===== src/rtl/core/das_pkg.sv =====
// das_pkg: shared types and constants for the direction/sector core.
// Holds the CORDIC datapath widths, the arctangent table and the cell payload struct.
// No dependencies.
package das_pkg;

    localparam int DAS_IN_W    = 16;
    localparam int DAS_DIFF_W  = DAS_IN_W + 1;
    localparam int DAS_PRESHIFT = 14;
    localparam int DAS_W       = 34;
    localparam int DAS_ZW      = 20;
    localparam int DAS_DIR_W   = 16;
    localparam int DAS_SEC_W   = 4;
    localparam int DAS_STEPS   = 16;
    localparam int DAS_SECTORS_DEF = 12;

    localparam logic [DAS_ZW-1:0] DAS_HALF_TURN = 20'h80000;
    localparam logic [DAS_ZW-1:0] DAS_ROUND     = 20'd8;

    localparam logic [DAS_ZW-1:0] DAS_ATAB [DAS_STEPS] = '{
        20'd131072, 20'd77376, 20'd40883, 20'd20753,
        20'd10417,  20'd5213,  20'd2607,  20'd1304,
        20'd652,    20'd326,   20'd163,   20'd81,
        20'd41,     20'd20,    20'd10,    20'd5
    };

    typedef struct packed {
        logic signed [DAS_W-1:0] x;
        logic signed [DAS_W-1:0] y;
        logic [DAS_ZW-1:0]       z;
        logic                    coin;
    } t_vec;

endpackage


===== src/rtl/core/das_prep.sv =====
// das_prep: entry cell; forms the offset vector, folds it into the right half-plane.
// Depends on das_pkg.
module das_prep (
    input  logic                                 i_clk,
    input  logic                                 i_rst_n,
    input  logic                                 i_valid,
    output logic                                 o_ready,
    input  logic signed [das_pkg::DAS_IN_W-1:0]  i_from_x,
    input  logic signed [das_pkg::DAS_IN_W-1:0]  i_from_y,
    input  logic signed [das_pkg::DAS_IN_W-1:0]  i_to_x,
    input  logic signed [das_pkg::DAS_IN_W-1:0]  i_to_y,
    input  logic                                 i_ready,
    output logic                                 o_valid,
    output das_pkg::t_vec                        o_data
);

    logic signed [das_pkg::DAS_DIFF_W-1:0] dx;
    logic signed [das_pkg::DAS_DIFF_W-1:0] dy;
    logic signed [das_pkg::DAS_W-1:0]      xw;
    logic signed [das_pkg::DAS_W-1:0]      yw;
    das_pkg::t_vec                          n_data;
    das_pkg::t_vec                          r_data;
    logic                                   r_valid;

    always_comb begin
        dx = das_pkg::DAS_DIFF_W'(i_to_x) - das_pkg::DAS_DIFF_W'(i_from_x);
        dy = das_pkg::DAS_DIFF_W'(i_to_y) - das_pkg::DAS_DIFF_W'(i_from_y);
        xw = das_pkg::DAS_W'(dx) <<< das_pkg::DAS_PRESHIFT;
        yw = das_pkg::DAS_W'(dy) <<< das_pkg::DAS_PRESHIFT;
        n_data.coin = (dx == '0) && (dy == '0);
        if (dx[das_pkg::DAS_DIFF_W-1]) begin
            n_data.x = -xw;
            n_data.y = -yw;
            n_data.z = das_pkg::DAS_HALF_TURN;
        end else begin
            n_data.x = xw;
            n_data.y = yw;
            n_data.z = '0;
        end
    end

    assign o_ready = !r_valid || i_ready;

    always_ff @(posedge i_clk) begin
        if (!i_rst_n) begin
            r_valid <= 1'b0;
        end else if (o_ready) begin
            r_valid <= i_valid;
        end
    end

    always_ff @(posedge i_clk) begin
        if (o_ready && i_valid) begin
            r_data <= n_data;
        end
    end

    assign o_valid = r_valid;
    assign o_data  = r_data;

endmodule


===== src/rtl/core/das_cell.sv =====
// das_cell: one CORDIC vectoring micro-rotation with its pipeline register.
// Depends on das_pkg.
module das_cell #(
    parameter int STEP = 0
) (
    input  logic          i_clk,
    input  logic          i_rst_n,
    input  logic          i_valid,
    output logic          o_ready,
    input  das_pkg::t_vec i_data,
    input  logic          i_ready,
    output logic          o_valid,
    output das_pkg::t_vec o_data
);

    logic signed [das_pkg::DAS_W-1:0] x_in;
    logic signed [das_pkg::DAS_W-1:0] y_in;
    logic signed [das_pkg::DAS_W-1:0] xs;
    logic signed [das_pkg::DAS_W-1:0] ys;
    das_pkg::t_vec                     n_data;
    das_pkg::t_vec                     r_data;
    logic                              r_valid;

    always_comb begin
        x_in = i_data.x;
        y_in = i_data.y;
        xs   = x_in >>> STEP;
        ys   = y_in >>> STEP;
        n_data.coin = i_data.coin;
        if (!y_in[das_pkg::DAS_W-1]) begin
            n_data.x = x_in + ys;
            n_data.y = y_in - xs;
            n_data.z = i_data.z + das_pkg::DAS_ATAB[STEP];
        end else begin
            n_data.x = x_in - ys;
            n_data.y = y_in + xs;
            n_data.z = i_data.z - das_pkg::DAS_ATAB[STEP];
        end
    end

    assign o_ready = !r_valid || i_ready;

    always_ff @(posedge i_clk) begin
        if (!i_rst_n) begin
            r_valid <= 1'b0;
        end else if (o_ready) begin
            r_valid <= i_valid;
        end
    end

    always_ff @(posedge i_clk) begin
        if (o_ready && i_valid) begin
            r_data <= n_data;
        end
    end

    assign o_valid = r_valid;
    assign o_data  = r_data;

endmodule


===== src/rtl/core/das_out.sv =====
// das_out: exit cell; rounds the angle to 16 bits and maps it to a sector.
// Depends on das_pkg.
module das_out #(
    parameter int SECTORS = das_pkg::DAS_SECTORS_DEF
) (
    input  logic                              i_clk,
    input  logic                              i_rst_n,
    input  logic                              i_valid,
    output logic                              o_ready,
    input  das_pkg::t_vec                     i_data,
    input  logic                              i_ready,
    output logic                              o_valid,
    output logic [das_pkg::DAS_DIR_W-1:0]     o_direction,
    output logic [das_pkg::DAS_SEC_W-1:0]     o_sector,
    output logic                              o_coincident
);

    localparam int SW = $clog2(SECTORS + 1);
    localparam int PW = das_pkg::DAS_DIR_W + SW;
    localparam logic [SW-1:0] SEC_K = SW'(SECTORS);

    logic [das_pkg::DAS_ZW-1:0]  zr;
    logic [das_pkg::DAS_DIR_W-1:0] dir;
    logic [PW-1:0]               prod;
    logic [PW-1:0]               prod_sh;
    logic [das_pkg::DAS_DIR_W-1:0] n_dir;
    logic [das_pkg::DAS_SEC_W-1:0] n_sec;
    logic [das_pkg::DAS_DIR_W-1:0] r_dir;
    logic [das_pkg::DAS_SEC_W-1:0] r_sec;
    logic                          r_coin;
    logic                          r_valid;

    always_comb begin
        zr      = i_data.z + das_pkg::DAS_ROUND;
        dir     = zr[das_pkg::DAS_ZW-1 -: das_pkg::DAS_DIR_W];
        prod    = PW'(dir) * PW'(SEC_K);
        prod_sh = prod >> das_pkg::DAS_DIR_W;
        n_dir   = i_data.coin ? '0 : dir;
        n_sec   = i_data.coin ? '0 : prod_sh[das_pkg::DAS_SEC_W-1:0];
    end

    assign o_ready = !r_valid || i_ready;

    always_ff @(posedge i_clk) begin
        if (!i_rst_n) begin
            r_valid <= 1'b0;
        end else if (o_ready) begin
            r_valid <= i_valid;
        end
    end

    always_ff @(posedge i_clk) begin
        if (o_ready && i_valid) begin
            r_dir  <= n_dir;
            r_sec  <= n_sec;
            r_coin <= i_data.coin;
        end
    end

    assign o_valid      = r_valid;
    assign o_direction  = r_dir;
    assign o_sector     = r_sec;
    assign o_coincident = r_coin;

endmodule


===== src/rtl/core/direction_angle_sector_core.sv =====
// direction_angle_sector_core: direction and angular sector between two 2-D points.
// Depends on das_pkg, das_prep, das_cell, das_out.
//
// Takes one request (two signed 16-bit points) per clock while o_stall is low and
// returns the angle of the vector from the first to the second point as a 16-bit
// fraction of a turn, the index of the one of SECTORS equal sectors that holds it,
// and a flag for coincident points. The path is one entry cell, a chain of 16 CORDIC
// vectoring cells and one rounding/sector cell, each registered. Throughput is one
// request per cycle while o_stall is low; stall propagates back through the chain cell by
// cell, so empty cells still take data while a result waits at the output.
module direction_angle_sector_core #(
    parameter int SECTORS = das_pkg::DAS_SECTORS_DEF
) (
    input  logic                                 i_clk,
    input  logic                                 i_rst_n,
    input  logic                                 i_valid,
    output logic                                 o_stall,
    input  logic signed [das_pkg::DAS_IN_W-1:0]  i_from_x,
    input  logic signed [das_pkg::DAS_IN_W-1:0]  i_from_y,
    input  logic signed [das_pkg::DAS_IN_W-1:0]  i_to_x,
    input  logic signed [das_pkg::DAS_IN_W-1:0]  i_to_y,
    output logic                                 o_valid,
    input  logic                                 i_stall,
    output logic [das_pkg::DAS_DIR_W-1:0]        o_direction,
    output logic [das_pkg::DAS_SEC_W-1:0]        o_sector,
    output logic                                 o_coincident
);

    localparam int N = das_pkg::DAS_STEPS;

    das_pkg::t_vec chain_d [N+1];
    logic          chain_v [N+1];
    logic          chain_r [N+2];

    das_prep u_prep (
        .i_clk    (i_clk),
        .i_rst_n  (i_rst_n),
        .i_valid  (i_valid),
        .o_ready  (chain_r[0]),
        .i_from_x (i_from_x),
        .i_from_y (i_from_y),
        .i_to_x   (i_to_x),
        .i_to_y   (i_to_y),
        .i_ready  (chain_r[1]),
        .o_valid  (chain_v[0]),
        .o_data   (chain_d[0])
    );

    for (genvar g = 0; g < N; g++) begin : g_cell
        das_cell #(
            .STEP (g)
        ) u_cell (
            .i_clk   (i_clk),
            .i_rst_n (i_rst_n),
            .i_valid (chain_v[g]),
            .o_ready (chain_r[g+1]),
            .i_data  (chain_d[g]),
            .i_ready (chain_r[g+2]),
            .o_valid (chain_v[g+1]),
            .o_data  (chain_d[g+1])
        );
    end

    das_out #(
        .SECTORS (SECTORS)
    ) u_out (
        .i_clk        (i_clk),
        .i_rst_n      (i_rst_n),
        .i_valid      (chain_v[N]),
        .o_ready      (chain_r[N+1]),
        .i_data       (chain_d[N]),
        .i_ready      (!i_stall),
        .o_valid      (o_valid),
        .o_direction  (o_direction),
        .o_sector     (o_sector),
        .o_coincident (o_coincident)
    );

    assign o_stall = !chain_r[0];

    // coincident points always come out as angle and sector zero
    a_coin_zero: assert property (@(posedge i_clk) disable iff (!i_rst_n)
        o_valid && o_coincident |-> o_direction == '0 && o_sector == '0)
        else $error("coincident request with non-zero angle or sector");

    a_sector_range: assert property (@(posedge i_clk) disable iff (!i_rst_n)
        o_valid |-> 32'(o_sector) < SECTORS || SECTORS > 16)
        else $error("sector index out of range");

    // an empty or draining output cell frees the whole chain
    a_no_stall_empty: assert property (@(posedge i_clk) disable iff (!i_rst_n)
        !o_valid |-> !o_stall)
        else $error("input stalled while output cell is empty");

    a_no_stall_flow: assert property (@(posedge i_clk) disable iff (!i_rst_n)
        !i_stall |-> !o_stall)
        else $error("input stalled while output drains");

endmodule


===== config.mk =====
export PLATFORM = sky130hd
export DESIGN_NAME = direction_angle_sector_core
export DESIGN_NICKNAME = d
export VERILOG_FILES = /design/src/rtl/core/das_pkg.sv /design/src/rtl/core/das_prep.sv /design/src/rtl/core/das_cell.sv /design/src/rtl/core/das_out.sv /design/src/rtl/core/direction_angle_sector_core.sv
export SDC_FILE = /design/constraint.sdc
export NUM_CORES = 2
export LEC_CHECK = 0
export BUFFER_PORTS_ARGS = -buffer_cell sky130_fd_sc_hd__buf_2
export CORE_ASPECT_RATIO = 2
export CORE_UTILIZATION = 35
export CTS_CLUSTER_DIAMETER = 120
export DETAILED_ROUTE_END_ITERATION = 6
export GPL_ROUTABILITY_DRIVEN = 0
export PLACE_DENSITY_LB_ADDON = 0.1
export SLEW_MARGIN = 20
export SYNTH_ARGS = -nofsm -noshare
export SYNTH_HDL_FRONTEND = slang
export SYNTH_SLANG_ARGS = --single-unit

===== constraint.sdc =====
create_clock -name i_clk -period 13.8 [get_ports i_clk]
set_input_delay 4.14 -clock i_clk [delete_from_list [all_inputs] [get_ports i_clk]]
set_output_delay 4.14 -clock i_clk [all_outputs]
set_load 0.1 [all_outputs]

=== Word level (Yosys, flattened, before mapping) ===
Index checks and enable logic that the tools add are counted.
W data, S select, Z words.

* $add $sub $neg: 96
* Div/mod/pow operators: 0
* Reductions and logical operators: 59
* Muxes and demuxes: 17
* Multiply operators: 1
* Eq/ne operators: 0
* Shift-type cells: 0
* Bitwise gates (word level): 0
* $lt $le $gt $ge: 0

{| class="wikitable"
|+ Operators by type and width
! operator !! count
|-
| $mux W88 || 15
|-
| $mux W84 || 1
|-
| $add A34 B20 Y34 || 2
|-
| $add A34 B21 Y34 || 2
|-
| $add A34 B22 Y34 || 2
|-
| $add A34 B23 Y34 || 2
|-
| $add A34 B24 Y34 || 2
|-
| $add A34 B25 Y34 || 2
|-
| $add A34 B26 Y34 || 2
|-
| $add A34 B27 Y34 || 2
|-
| $add A34 B28 Y34 || 2
|-
| $add A34 B29 Y34 || 2
|-
| $add A34 B30 Y34 || 2
|-
| $add A34 B31 Y34 || 2
|-
| $add A34 B32 Y34 || 2
|-
| $add A34 B33 Y34 || 2
|-
| $neg A31 Y34 || 2
|-
| $sub A34 B20 Y34 || 2
|-
| $sub A34 B21 Y34 || 2
|-
| $sub A34 B22 Y34 || 2
|-
| $sub A34 B23 Y34 || 2
|-
| $sub A34 B24 Y34 || 2
|-
| $sub A34 B25 Y34 || 2
|-
| $sub A34 B26 Y34 || 2
|-
| other kinds (48) || 113
|}

* Logic and storage cells: 261
* Memory bits (read-only): 0
* Register bits: 1450
* Memories: 0
* Bits in latches: 0
* Input port bits: 68
* Memory bits (writable): 0

=== Logic depth before layout (Yosys ltp) ===
* Word-level depth: 20
* Gate-level depth with buffers: 22

=== Hierarchy ===
Synthesis repeated with hierarchy kept, for this count alone.

* Cells, all modules: 14917
* Area, all modules: 137135.3 µm²

{| class="wikitable"
|+ Modules (own cells, without submodules)
! module !! area each (µm²) !! instances !! seq. area each (µm²) !! cells each
|-
| das_cell at g_cell[0].u_cell || 8573.2 || 1 || 2662.6 || 967
|-
| das_cell at g_cell[2].u_cell || 8543.2 || 1 || 2692.6 || 942
|-
| das_cell at g_cell[10].u_cell || 8439.3 || 1 || 2692.6 || 925
|-
| das_cell at g_cell[11].u_cell || 8414.3 || 1 || 2692.6 || 916
|-
| das_cell at g_cell[6].u_cell || 8390.5 || 1 || 2692.6 || 916
|-
| das_cell at g_cell[3].u_cell || 8388.0 || 1 || 2692.6 || 926
|-
| das_cell at g_cell[12].u_cell || 8338.0 || 1 || 2692.6 || 921
|-
| das_cell at g_cell[8].u_cell || 8314.2 || 1 || 2692.6 || 919
|-
| das_cell at g_cell[7].u_cell || 8219.1 || 1 || 2692.6 || 899
|-
| das_cell at g_cell[1].u_cell || 8200.4 || 1 || 2692.6 || 890
|-
| das_cell at g_cell[5].u_cell || 8027.7 || 1 || 2692.6 || 854
|-
| das_cell at g_cell[14].u_cell || 8008.9 || 1 || 2692.6 || 863
|-
| das_cell at g_cell[4].u_cell || 7947.6 || 1 || 2692.6 || 845
|-
| das_cell at g_cell[9].u_cell || 7896.3 || 1 || 2692.6 || 840
|-
| 5 more rows || - || - || - || -
|}

=== Least setup slack after synthesis ===
OpenSTA, ideal clock, no wires.

* Path type: in2reg
* From: input port i_stall
* To: register g_cell[8].u_cell.r_data, in the netlist g_cell[8].u_cell.o_data[0], enable pin
* Arrival: 11.084 ns
* Setup time: 0.669 ns
* Buffers on the path: 0
* Stages: 5
* Slack: 2.047 ns
* Path through: nand2_1 > nor2_1 > and2_1 > and3_1 > a21boi_0

* Longest elaborated chain between the ends: 11

{| class="wikitable"
|+ RTL lines
! element !! line !! source
|-
| start, declared || direction_angle_sector_core.sv:23 || <nowiki>input logic i_stall,</nowiki>
|-
| $logic_not A1 Y1 || direction_angle_sector_core.sv:72 || <nowiki>.i_ready (!i_stall),</nowiki>
|-
| $logic_or A1 B1 Y1 || das_out.sv:42 || <nowiki>assign o_ready = !r_valid || i_ready;</nowiki>
|-
| $logic_or A1 B1 Y1 (8 in series) || das_cell.sv:41 || <nowiki>assign o_ready = !r_valid || i_ready;</nowiki>
|-
| $logic_and A1 B1 Y1 || das_cell.sv:52 || <nowiki>if (o_ready && i_valid) begin</nowiki>
|-
| end signal, assigned || das_cell.sv:53 || <nowiki>r_data <= n_data;</nowiki>
|-
| end, declared || das_cell.sv:21 || <nowiki>das_pkg::t_vec r_data;</nowiki>
|}

Every way passes these cells.
A chain may end at the register's enable or synchronous reset.

=== Worst setup path after layout ===
* From: input port i_stall
* To: output port o_stall

* Longest elaborated chain between the ends: 20

{| class="wikitable"
|+ RTL lines
! element !! line !! source
|-
| $logic_not A1 Y1 || direction_angle_sector_core.sv:72 ||
|-
| $logic_or A1 B1 Y1 || das_out.sv:42 ||
|-
| $logic_or A1 B1 Y1 (16 in series) || das_cell.sv:41 ||
|-
| $logic_or A1 B1 Y1 || das_prep.sv:42 || <nowiki>assign o_ready = !r_valid || i_ready;</nowiki>
|-
| $logic_not A1 Y1 || direction_angle_sector_core.sv:79 || <nowiki>assign o_stall = !chain_r[0];</nowiki>
|-
| end, declared || direction_angle_sector_core.sv:17 || <nowiki>output logic o_stall,</nowiki>
|}

Every way passes these cells.

==> flow_summary.html <==
<table>
<tr><th>Metric</th><th>Value</th></tr>
<tr><th colspan="2">Synthesis</th></tr>
<tr><td>Mux share of post-synthesis cell area</td><td>0.007459</td></tr>
<tr><td>Post-synth ARST share</td><td>0</td></tr>
<tr><td>Post-synthesis adder-cell area fraction</td><td>0.1521</td></tr>
<tr><td>Avg Inst Size Synth</td><td>roughly 9.5 µm²</td></tr>
<tr><td>Area share of and/or/nand/nor cells after synthesis</td><td>0.1417</td></tr>
<tr><td>Combinational family with the most area after synthesis</td><td>compound AO/OA/AOI/OAI gates</td></tr>
<tr><td>Yosys warnings</td><td>0</td></tr>
<tr><td>XOR/XNOR Fraction of Synth Area</td><td>0.1347</td></tr>
<tr><td>Cell count after synthesis</td><td>about 11000</td></tr>
<tr><td>Complex-gate fraction of the synthesized area</td><td>0.1826</td></tr>
<tr><td>Number of enable-type register cells in the synthesized netlist</td><td>about 1200</td></tr>
<tr><td>Prevailing post-synth register cell</td><td>sky130_fd_sc_hd__edfxtp_1</td></tr>
<tr><td>Post-synthesis register bit count</td><td>about 1200</td></tr>
<tr><td>Register area share after synthesis</td><td>0.3544</td></tr>
<tr><td>Mapped cell area</td><td>~100000 µm²</td></tr>
<tr><td>Number of different library cells in the post-synthesis netlist</td><td>around 120</td></tr>
<tr><th colspan="2">STA</th></tr>
<tr><td>Worst Tran Pin Value</td><td>1.432 ns</td></tr>
<tr><td>Worst hold slack</td><td>roughly 0.42 ns</td></tr>
<tr><td>Total setup violations reported at the end of the flow</td><td>0</td></tr>
<tr><td>Number of pins with negative max-slew slack in the final report</td><td>0</td></tr>
<tr><td>Setup repair after global routing missed its margin</td><td>false</td></tr>
<tr><td>Fmax achieved</td><td>82.53 MHz</td></tr>
<tr><td>Total Neg Setup Slack</td><td>0 ns</td></tr>
<tr><td>Post-layout minimum cycle time</td><td>between 10 and 15 ns</td></tr>
<tr><td>Skew final</td><td>0.09843 ns</td></tr>
<tr><td>Worst max-slew margin expressed relative to the limit</td><td>0.03817</td></tr>
<tr><td>Count of final hold-check violations</td><td>0</td></tr>
<tr><td>Final period util</td><td>0.8780</td></tr>
<tr><th colspan="2">Global routing</th></tr>
<tr><td>Maximum number of pins on one net before global-route repair</td><td>70</td></tr>
<tr><td>Vias in the first global route</td><td>roughly 80000</td></tr>
<tr><td>First-pass GRT wire length</td><td>approximately 490000 µm</td></tr>
<tr><td>Number of antenna violations at the first check in global routing</td><td>21</td></tr>
<tr><td>Gr usage total</td><td>0.2283</td></tr>
<tr><td>Final global-route overflow total</td><td>0</td></tr>
<tr><th colspan="2">Setup path</th></tr>
<tr><td>Cell family with the largest share of critical-path delay</td><td>simple AND/OR/NAND/NOR gates</td></tr>
<tr><td>Worst reg2reg path startpoint</td><td>g_cell[8].u_cell.o_data[64]</td></tr>
<tr><td>Critical path, cell by cell</td><td>buf_2 -&gt; nand2_1 -&gt; nor2_1 -&gt; and2_1 -&gt; nand2_1 -&gt; nor2_1 -&gt; and3_1 -&gt; and2_1 -&gt; and3_1 -&gt; and2_1 -&gt; and3_1 -&gt; buf_2</td></tr>
<tr><td>Startpoint-to-endpoint class of the critical path</td><td>in -&gt; out</td></tr>
<tr><td>Cell with the largest stage delay on the worst path</td><td>sky130_fd_sc_hd__buf_2</td></tr>
<tr><td>Setup crit start kind</td><td>input port</td></tr>
<tr><td>Maximum cell stage delay along the critical path</td><td>~0.48 ns</td></tr>
<tr><td>R2R setup slack</td><td>just under 7 ns</td></tr>
<tr><td>Data arrival time of the critical path</td><td>7.98 ns</td></tr>
<tr><td>Crit. End Element</td><td>output port</td></tr>
<tr><td>Worst reg2reg endpoint</td><td>g_cell[9].u_cell.o_data[54]</td></tr>
<tr><td>Data required time of the worst path</td><td>~9.7 ns</td></tr>
<tr><td>WP buf/inv</td><td>2</td></tr>
<tr><td>Depth of the worst register-to-register path</td><td>19</td></tr>
<tr><td>Maximum fanout along the worst path</td><td>5</td></tr>
<tr><th colspan="2">Placed design</th></tr>
<tr><td>Port Buffers</td><td>90</td></tr>
<tr><td>Detailed placement HPWL</td><td>between 200000 and 300000 µm</td></tr>
<tr><th colspan="2">Floorplanning</th></tr>
<tr><td>Number of rows in the core area</td><td>~280</td></tr>
<tr><td>Die Y-Extent</td><td>~760 µm</td></tr>
<tr><td>Die outline area</td><td>around 290000 µm²</td></tr>
<tr><td>Die Span X</td><td>approximately 380 µm</td></tr>
<tr><td>Starting Density</td><td>0.3518</td></tr>
<tr><td>Std-Cell Core Area</td><td>between 200000 and 300000 µm²</td></tr>
<tr><td>Top Ports</td><td>a little over 90</td></tr>
<tr><th colspan="2">Pwr</th></tr>
<tr><td>Lkg Pwr</td><td>between 40 and 50 nW</td></tr>
<tr><td>Largest voltage drop on the vdd net</td><td>roughly 0.00013 V</td></tr>
<tr><td>Power per cell area</td><td>between 90 and 100 nW/µm²</td></tr>
<tr><th colspan="2">Clock network</th></tr>
<tr><td>Number of clock buffers inserted by TritonCTS</td><td>between 100 and 150</td></tr>
<tr><td>CTS sink count</td><td>around 1200</td></tr>
<tr><td>Maximum clock path buffer count</td><td>4</td></tr>
<tr><td>TritonCTS clock tree</td><td>yes</td></tr>
<tr><td>Number of resized instances in the post-cts repair step</td><td>0</td></tr>
<tr><td># H-tree levels</td><td>4</td></tr>
<tr><td>Number of hold-repair buffers added at the cts stage</td><td>0</td></tr>
<tr><td>Root buffer cell</td><td>sky130_fd_sc_hd__clkbuf_16</td></tr>
<tr><td>Setup Fix Bufs, Post-CTS</td><td>0</td></tr>
<tr><td>Insertion delay to the later sink of the worst-skew pair</td><td>0.85 ns</td></tr>
<tr><td>Clk pin slew, worst setup/hold paths</td><td>approximately 0.070 ns</td></tr>
<tr><th colspan="2">Detailed routing</th></tr>
<tr><td>Detail-routed via count per cell</td><td>5.380</td></tr>
<tr><td>Final WL</td><td>about 340000 µm</td></tr>
<tr><td>Drt pass-1 iters</td><td>5</td></tr>
<tr><td>Remaining design rule violation count</td><td>0</td></tr>
<tr><td>WL/cell</td><td>23.19 µm</td></tr>
<tr><td>Antenna-violating nets left</td><td>0</td></tr>
<tr><td>Total via count after detailed routing</td><td>78896</td></tr>
<tr><td>Number of violations reported at the end of detailed-routing iteration 0</td><td>~3000</td></tr>
<tr><th colspan="2">Final layout</th></tr>
<tr><td>Post-layout net count</td><td>between 10000 and 15000</td></tr>
<tr><td>Fraction of final layout cells with drive strength greater than 1</td><td>0.05175</td></tr>
<tr><td>Area overhead of the layout relative to synthesis</td><td>9.932%</td></tr>
<tr><th colspan="2">Min path</th></tr>
<tr><td>Type of the worst min-delay path</td><td>reg -&gt; reg</td></tr>
<tr><td>Hold depth</td><td>0</td></tr>
<tr><td>Sink of the worst hold path</td><td>g_cell[2].u_cell.o_data[0]</td></tr>
<tr><td>Source of the worst hold timing path</td><td>g_cell[1].u_cell.o_data[0]</td></tr>
<tr><th colspan="2">Run</th></tr>
<tr><td>Max capacitance violation total</td><td>0</td></tr>
<tr><th colspan="2">Status</th></tr>
<tr><td>Run status</td><td>completed</td></tr>
</table>
-- cells in the mapped netlist, drive strengths merged, types with 37 or more instances --
| cell type | instances | area, µm² |
|---|---|---|
| edfxtp | 1178 | 35370 |
| ha | 1168 | 14610 |
| nor2 | 1095 | 4115 |
| a21oi | 1066 | 5354 |
| xnor2 | 1032 | 9039 |
| inv | 560 | 2102 |
| nand2 | 540 | 2027 |
| xor2 | 519 | 4546 |
| o21ai | 445 | 2238 |
| a21o | 365 | 2743 |
| nor3 | 332 | 1667 |
| o21a | 189 | 1420 |
| nor2b | 180 | 1126 |
| nand3 | 177 | 885.9 |
| nand2b | 145 | 909.6 |
| o21bai | 144 | 1096 |
| a31oi | 122 | 778.3 |
| clkbuf | 119 | 449.2 |
| nor4 | 89 | 569.3 |
| and3 | 86 | 540.5 |
| or3 | 76 | 480.5 |
| and2 | 72 | 450.4 |
| a211oi | 64 | 490.5 |
| nand4 | 56 | 356.6 |
| o41ai | 48 | 491.7 |
| a21boi | 44 | 330.3 |
| mux2 | 41 | 461.7 |
| buf | 37 | 155.1 |
-- cell usage in the layout (no fill, tap or decap), types with 363 or more instances in the layout --
master | Yosys | layout
sky130_fd_sc_hd__a21o_1 | 363 | 363
sky130_fd_sc_hd__o21ai_0 | 401 | 400
sky130_fd_sc_hd__ha_1 | 1168 | 1168
sky130_fd_sc_hd__nand2_1 | 540 | 540
sky130_fd_sc_hd__xor2_1 | 519 | 517
sky130_fd_sc_hd__xnor2_1 | 1032 | 1028
sky130_fd_sc_hd__edfxtp_1 | 1178 | 1178
sky130_fd_sc_hd__inv_1 | 560 | 560
sky130_fd_sc_hd__a21oi_1 | 1061 | 1061
sky130_fd_sc_hd__nor2_1 | 1093 | 1093
-- layout make-up --
cell class	instances	area, µm²
fill	28633	175800
multi-input combinational	8695	62600
sequential	1196	35730
tap	3780	4730
clock buffer	161	3666
inverter	561	2106
timing repair buffer	172	1079
clock inverter	74	849.6
antenna	27	67.56
-- where the power goes --
group	internal (mW)	switching, mW
Combinational	0.754	1.26
Clock	2.22	1.57
Sequential	4.16	0.138
-- metrics by stage --
stage / std cells / util / worst slack [ns] / power [mW] / instance area, µm²
finish: 14666 / 0.3867 / 1.684 / 10.10 / 110800
global route: 14666 / 0.3867 / 1.530 / 10.48 / 110800
CTS: 14639 / 0.3864 / 1.735 / 10.21 / 110700
detailed placement: 14404 / 0.3706 / 1.748 / 6.328 / 106200
global placement: 14404 / 0.3706 / 1.712 / 6.341 / 106200
floorplan: 10608 / - / 2.047 / 5.645 / 100800
-- sequential cells by signal (all words and copies together), names as in the netlist --
| register | cells |
|---|---|
| g_cell.u_cell.o_data | 1115 |
| g_cell.u_cell.o_valid | 16 |
| u_out.o_coincident | 1 |
| u_out.o_direction | 16 |
| u_out.o_sector | 4 |
| u_out.o_valid | 1 |
| u_prep.o_data | 42 |
| u_prep.o_valid | 1 |
-- kinds of logic (layout without fill, tap and decap cells) --
| kind of cell | after synthesis | in the layout |
|---|---|---|
| compound gates | 2872 | 2872 |
| xor+xnor | 1551 | 1551 |
| fa+ha+maj | 1204 | 1204 |
| buf+inv | 717 | 968 |
| flops | 1196 | 1196 |
| mux | 70 | 70 |
| other cells | 1 | 30 |
| simple gates | 2995 | 2995 |
-- layer usage --
metal  share of wire  global-route usage  vias up
li1                -                   -    39107
met1            0.25              0.1451    37078
met2            0.58              0.4802     1587
met3           0.024             0.02477     1120
met4            0.14              0.2790        4
met5        0.000062                   0        -
-- worst max path at each step --
stage / slack, ns / endpoint / from / cells after the start
final: 1.68 / o_stall / i_stall / 12
after global routing: 1.53 / o_stall / i_stall / 12
after CTS: 1.74 / o_stall / i_stall / 12
after detailed placement: 1.75 / o_stall / i_stall / 12
after global placement: 1.71 / o_stall / i_stall / 12
after floorplan: 2.05 / g_cell[8].u_cell.o_data[0] / i_stall / 5
(Power assumes the default switching activity.)
